`src/rtl/lrsh_ram.sv`:
```
module lrsh_ram #(
    parameter int WIDTH = 8,
    parameter int DEPTH = 64
) (
    input  logic                     clk,
    input  logic                     we,
    input  logic [$clog2(DEPTH)-1:0] waddr,
    input  logic [WIDTH-1:0]         wdata,
    input  logic                     re,
    input  logic [$clog2(DEPTH)-1:0] raddr,
    output logic [WIDTH-1:0]         rdata
);
    logic [WIDTH-1:0] mem [DEPTH];

    always_ff @(posedge clk)
    begin
        if (we)
        begin
            mem[waddr] <= wdata;
        end
        if (re)
        begin
            rdata <= mem[raddr];
        end
    end
endmodule

```
`config.mk`:
```
export PLATFORM = sky130hd
export DESIGN_NAME = lrsh_ram
export DESIGN_NICKNAME = d
export VERILOG_FILES = /design/src/rtl/lrsh_ram.sv
export SDC_FILE = /design/constraint.sdc
export NUM_CORES = 1
export LEC_CHECK = 0
export BUFFER_PORTS_ARGS = -buffer_cell sky130_fd_sc_hd__buf_2
export CORE_ASPECT_RATIO = 1.2
export CORE_MARGIN = 2
export CORE_UTILIZATION = 40
export CTS_BUF_LIST = sky130_fd_sc_hd__clkbuf_16
export DETAILED_ROUTE_END_ITERATION = 8
export SLEW_MARGIN = 10
export SYNTH_ARGS = -nofsm -noshare
export SYNTH_HDL_FRONTEND = slang
export SYNTH_SLANG_ARGS = --single-unit
```
`constraint.sdc`:
```
create_clock -name clk -period 4.52 [get_ports clk]
set_input_delay 0.678 -clock clk [delete_from_list [all_inputs] [get_ports clk]]
set_output_delay 0.678 -clock clk [all_outputs]
set_load 0.03 [all_outputs]
```
==> impl_metrics.csv, run 1 <==
group,metric,value,unit
outcome,status,"finished clean",
synthesis,synth.cell_area,0.0202,mm2
synthesis,synthesis.nets,963,
global_routing,grt_max_degree,65,
setup_path,reg2reg_slack,2.23,ns
power,power.density,431,mW/mm2
clock_network,clock_latency,0.57,ns
setup_path,crit_arrival,3.30,ns
synthesis,synth-edff-count,520,
global_routing,first_global_vias,9659,
synthesis,yosysTopAreaCell,"edfxtp_1",
synthesis,synth_area_leaders,"edfxtp_1, mux4_2, nor2_1",
clock_network,h-tree-depth,2,
sta,rsz0062_at_grt,"false",
clock_network,cts_tree,"yes",
synthesis,synth.most_common_cell,"edfxtp_1",
cells_and_area,antenna_cells,0,
sta,layout_min_cycle_time,3.00,ns
synthesis,ys_types,39,
sta,tightestPinTransition,1.23,ns
power,leakagePower,6.97,nW
detailed_routing,dr_wl_met3,2.22,mm
hold_path,hp-start,"re",
floorplanning,start_util,0.404,
global_routing,grt_usage,0.174,
floorplanning,die_y,250,um
placement,dp_slack,0.862,ns
synthesis,yosysWarnings,0,
synthesis,yosys-top-cells-count,"edfxtp_1, mux4_2, nor2_1",
sta,setup_viol,0,
clock_network,cts_resized,0,
cells_and_area,fin_cells,1664,
synthesis,async_reset_ff_frac,0,
sta,fin_crit_sh,0.663,
job,max_cap_viol_count,0,
setup_path,worstPathCellList,"clkbuf_8, buf_12, mux4_2, mux2_2, o221a_2, nor3_1, o32ai_1",
setup_path,worst-r2r-cell-count,5,
sta,setup_tns,0,ns
detailed_routing,vias,9370,
clock_network,numCtsBuffers,48,
synthesis,synth_ff_type,"edfxtp_1",
sta,maxSlewHeadroom,0.183,
setup_path,cp-end-kind,"flop",
floorplanning,io_pins,31,
cells_and_area,drive_gt1_frac,0.247,
global_routing,grt_pass1_wl,66.1,mm
cells_and_area,area_growth,11.4,%
clock_network,cts_root_buf,"clkbuf_16",
synthesis,synth_top_area_share,0.771,
setup_path,cp_max_fo,57,
clock_network,clock-sinks,520,
setup_path,worstSetupPathType,"in2reg",
floorplanning,row_count,90,
detailed_routing,route.top_layer_used,"met5",
detailed_routing,drtPass1Iterations,5,
power,peakVddDrop,262,uV
placement,dp_hpwl,27.7,mm
synthesis,syn_inst,940,
global_routing,antenna_found_initial,2,
floorplanning,coreArea,0.0501,mm2
cells_and_area,fin_nets,1012,
hold_path,holdCritPathClass,"in2reg",
setup_path,crit_required,4.82,ns
clock_network,path_clk_slew,0.06,ns
clock_network,cts_setup_buffers,0,
setup_path,r2r_start,"mem[29][4]",
setup_path,slowest_delay,0.55,ns
hold_path,hold_depth,1,
synthesis,synth.avg_cell_area,21.5,um2
setup_path,cp_slowest_cell,"mux4_2",
detailed_routing,viasPerCell,5.63,
sta,drv_slew,0,
placement,place_inst,1583,
sta,setup_slack,1.52,ns
floorplanning,die_w,209,um
clock_network,clk_path_buf_depth,3,
cells_and_area,fillCellCount,4142,
setup_path,cp-start-kind,"input port",
detailed_routing,dr_wl_met2,22.8,mm
synthesis,yosysSeqAreaShare,0.771,
placement,place_congestion,0.760,
setup_path,critPathTopFamily,"buffers and inverters",
sta,timing.fmax,334,MHz
clock_network,cts_hold_buf,0,
detailed_routing,drt_iter0_markers,888,
synthesis,ys_ff_latch,520,
detailed_routing,drc,0,
global_routing,overflow,0,
detailed_routing,wl,45.1,mm
hold_path,holdPathEnd,"rdata[0]",
sta,finClkSkew,0.0207,ns
sta,hold_viol_final,0,
placement,numPortBuffers,30,
setup_path,timing.rr.end,"rdata[4]",
setup_path,critPathBufInv,2,
detailed_routing,drtAntennaViolNets,0,
detailed_routing,wl_per_cell,27.1,um
floorplanning,die_area,0.0524,mm2
detailed_routing,wl_met1,18.9,mm
sta,whs,0.490,ns
-- how the worst max path moves through the flow --
stage | startpoint | cells past startpoint | slack [ns] | to
final | raddr[0] | 7 | 1.52 | rdata[4]
after global routing | raddr[0] | 7 | 1.45 | rdata[4]
after CTS | raddr[0] | 7 | 1.46 | rdata[4]
after detailed placement | raddr[0] | 7 | 0.86 | rdata[4]
after global placement | raddr[0] | 7 | 0.92 | rdata[4]
after floorplan | raddr[1] | 7 | 2.04 | rdata[3]
-- cells by family after synthesis --
logic type | after synthesis | share of synthesized area
DFF | 520 | 0.771
muxes | 162 | 0.159
and+or+nand+nor | 153 | 0.0337
AOI/OAI and AO/OA | 54 | 0.0206
buffers and inverters | 51 | 0.0156
-- metal layers --
layer  up-vias  global-route usage
li1       4024                   -
met1      4981               0.231
met2       290               0.294
met3        73              0.0296
met4         2              0.0569
met5         -                   0
-- state kept, by name (all words and copies together) (netlist names) --
register / flops
mem: 512
rdata: 8
-- power by group --
part           total, W  switching [W]  leakage [nW]  internal, W
sequential      0.00536      0.0000111          4.69      0.00535
combinational  0.000498       0.000316          1.51     0.000181
clock           0.00387        0.00169         0.772      0.00218
-- layout make-up --
class | count | area, um2 | area share
Clock buffer | 49 | 1230 | 0.0544
Timing Repair Buffer | 50 | 352 | 0.0156
Tap cell | 644 | 806 | 0.0357
Multi-Input combinational cell | 369 | 4320 | 0.191
Clock inverter | 32 | 241 | 0.0107
Sequential cell | 520 | 15600 | 0.692
-- per-stage QoR --
step	instance area, um2	util	total power, W
after floorplan	20200	-	0.00576
after global placement	21100	0.421	0.00596
after detailed placement	21100	0.421	0.00597
after CTS	22600	0.450	0.00981
after global routing	22600	0.450	0.0100
final	22600	0.450	0.00973
-- cells in the final DEF (no fill, tap or decap), drive strengths merged, types with 3 or more instances in the layout --
master,netlist,layout
o2bb2ai,3,3
a21oi,3,3
o2111ai,3,3
a211oi,4,4
edfxtp,520,520
nand2b,7,7
nor2b,14,14
mux4,126,126
mux2i,23,23
nor2,83,83
nor3,7,7
a22oi,3,3
nand2,19,19
bufinv,0,4
clkinv,0,12
inv,0,15
o22ai,8,8
nand3b,3,3
a221oi,6,6
buf,34,49
clkbuf,17,50
o21ai,4,4
mux2,13,13
o221ai,8,8
nand3,13,13
(Power assumes the default switching activity.)
==> run 2, diff against run 1 <==
==> constraint.sdc (replaced) <==
create_clock -name clk -period 2.4 [get_ports clk]
set_input_delay 0.36 -clock clk [delete_from_list [all_inputs] [get_ports clk]]
set_output_delay 0.36 -clock clk [all_outputs]
set_load 0.03 [all_outputs]
==> run 2 against run 1 <==
Effect of this change: clock power grew 83%; non-clock buffer count grew 132; global-route usage grew 0.41 points; register-to-register slack lost 2.0 ns; flip-flop and latch count is the same; via count grew 5.5%; sequential share of layout area shrank 3.3 points.
==> impl_metrics.csv, run 2 (synthesized netlist as in run 1, its figures left out) <==
group,metric,value,unit
sta,fin_crit_sh,0.911,
global_routing,grt_pass1_wl,68.1,mm
detailed_routing,drtAntennaViolNets,0,
setup_path,cp_max_fo,1,
cells_and_area,final_core_util,0.473,
floorplanning,start_util,0.404,
global_routing,grt_max_degree,65,
outcome,status,"finished clean",
hold_path,holdCritPathClass,"in2reg",
power,peakVddDrop,480,uV
setup_path,timing.rr.end,"rdata[6]",
global_routing,grt_use_met2,0.307,
clock_network,cts_tree,"yes",
sta,setup_viol,0,
sta,drv_slew,0,
global_routing,overflow,0,
cells_and_area,fillCellCount,4101,
setup_path,worst-r2r-cell-count,5,
setup_path,critPathLaunch,"mem[29][6]",
cells_and_area,area_growth,17.0,%
clock_network,clock_latency,0.56,ns
detailed_routing,vias,9885,
detailed_routing,wl,45.9,mm
global_routing,antenna_found_initial,1,
power,netSwitchingFraction,0.205,
cells_and_area,final_common_cell,"edfxtp_1",
clock_network,h-tree-depth,2,
setup_path,cp-end-kind,"flop",
placement,dp_hpwl,30.4,mm
clock_network,path_clk_slew,0.07,ns
power,power.density,770,mW/mm2
detailed_routing,drc,0,
global_routing,first_global_vias,10296,
floorplanning,die_w,209,um
clock_network,clk_path_buf_depth,3,
global_routing,grt_util_met3,0.0239,
hold_path,hp-start,"re",
sta,setup_slack,0.213,ns
floorplanning,coreArea,0.0501,mm2
power,clockPowerShare,0.388,
detailed_routing,drtPass1Iterations,5,
clock_network,cts_setup_buffers,0,
clock_network,cts_resized,0,
setup_path,cp-start-kind,"flop",
floorplanning,die_area,0.0524,mm2
setup_path,reg2reg_slack,0.21,ns
cells_and_area,fin_cells,1795,
power,combPwrFrac,0.058,
cells_and_area,seq_area,0.0156,mm2
clock_network,numCtsBuffers,48,
floorplanning,io_pins,31,
global_routing,met1_usage,0.239,
power,internal_power,0.0145,W
placement,dp_slack,-0.175,ns
clock_network,clock-sinks,520,
detailed_routing,viasPerCell,5.51,
cells_and_area,final_cell_mix,"edfxtp_1, buf_4, mux4_2",
floorplanning,die_y,250,um
cells_and_area,multi_input_area,0.00432,mm2
setup_path,crit_required,2.69,ns
placement,numPortBuffers,30,
clock_network,cts_hold_buf,0,
power,pwr-share-seq,0.553,
job,max_cap_viol_count,0,
cells_and_area,stdcell_area,0.0237,mm2
setup_path,crit_arrival,2.48,ns
floorplanning,row_count,90,
detailed_routing,wl_per_cell,25.6,um
sta,timing.fmax,457,MHz
sta,layout_min_cycle_time,2.19,ns
setup_path,cp-endpoint,"rdata[6]",
sta,finClkSkew,0.0121,ns
detailed_routing,drt_iter0_markers,936,
cells_and_area,fin_nets,1144,
cells_and_area,largest_reg_flops,512,
sta,hold_viol_final,0,
sta,rsz0062_at_grt,"false",
clock_network,cts_root_buf,"clkbuf_16",
placement,dpl-instance-area,0.0223,mm2
power,switchingPower,0.00375,W
setup_path,worstSetupPathType,"reg2reg",
sta,tightestPinTransition,0.667,ns
placement,place_inst,1715,
cells_and_area,drive_gt1_frac,0.330,
sta,maxSlewHeadroom,0.555,
cells_and_area,antenna_cells,0,
placement,place_congestion,0.785,
cells_and_area,largest-register,"mem",
cells_and_area,reg_top3,"mem: 512 flops, rdata: 8 flops",
global_routing,grt_usage,0.178,
power,leakagePower,7.69,nW
global_routing,grt_busiest_layer,"met2",
setup_path,r2r_start,"mem[29][6]",
-- run 2: metrics by stage --
| stage | total power (W) | hold WS, ns | setup TNS [ns] |
|---|---|---|---|
| final | 0.0182 | 0.168 | 0 |
| after global placement | 0.0113 | 0.728 | -0.675 |
| after detailed placement | 0.0114 | 0.739 | -0.679 |
| after CTS | 0.0184 | 0.152 | 0 |
| after floorplan | 0.0108 | 0.459 | 0 |
| after global routing | 0.0188 | 0.159 | 0 |
-- run 2: cell type report --
class | count | area share
sequential | 520 | 0.659
multi-input combinational | 369 | 0.182
timing repair buffer | 182 | 0.0641
clock buffer | 49 | 0.0518
tap | 644 | 0.0340
clock inverter | 31 | 0.00851
-- run 2: power groups by stage --
| stage | registers [W] | clock network [W] | logic [W] |
|---|---|---|---|
| 2_1_floorplan | 0.0103 | 0 | 0.000536 |
| 3_3_place_gp | 0.0103 | 0 | 0.00106 |
| 3_5_place_dp | 0.0103 | 0 | 0.00108 |
| 4_1_cts | 0.0101 | 0.00723 | 0.00108 |
| 5_1_grt | 0.0101 | 0.00755 | 0.00114 |
| 6_report | 0.0101 | 0.00708 | 0.00106 |
-- run 2: how the worst min path moves through the flow --
stage          cells past startpoint  slack [ns]   endpoint
6_report                           1        0.17   rdata[0]
4_1_cts                            1        0.15   rdata[4]
2_1_floorplan                      0        0.46  mem[0][0]
5_1_grt                            1        0.16   rdata[0]
3_3_place_gp                       1        0.73   rdata[4]
3_5_place_dp                       1        0.74   rdata[4]
-- run 2: worst max-delay path, stage by stage, from the launching register on --
cell	delay, ns
edfxtp_1	0.36
mux4_2	0.47
mux2_2	0.28
o221a_2	0.27
nor3_1	0.38
o32ai_1	0.15
-- run 2: layer usage --
metal  routed length (um)  up-vias  share of wire
li1                     -     4281              -
met1                19200     5265           0.42
met2                23600      269           0.51
met3                 2080       70          0.045
met4                 1030        0          0.022
met5                    0        -              0
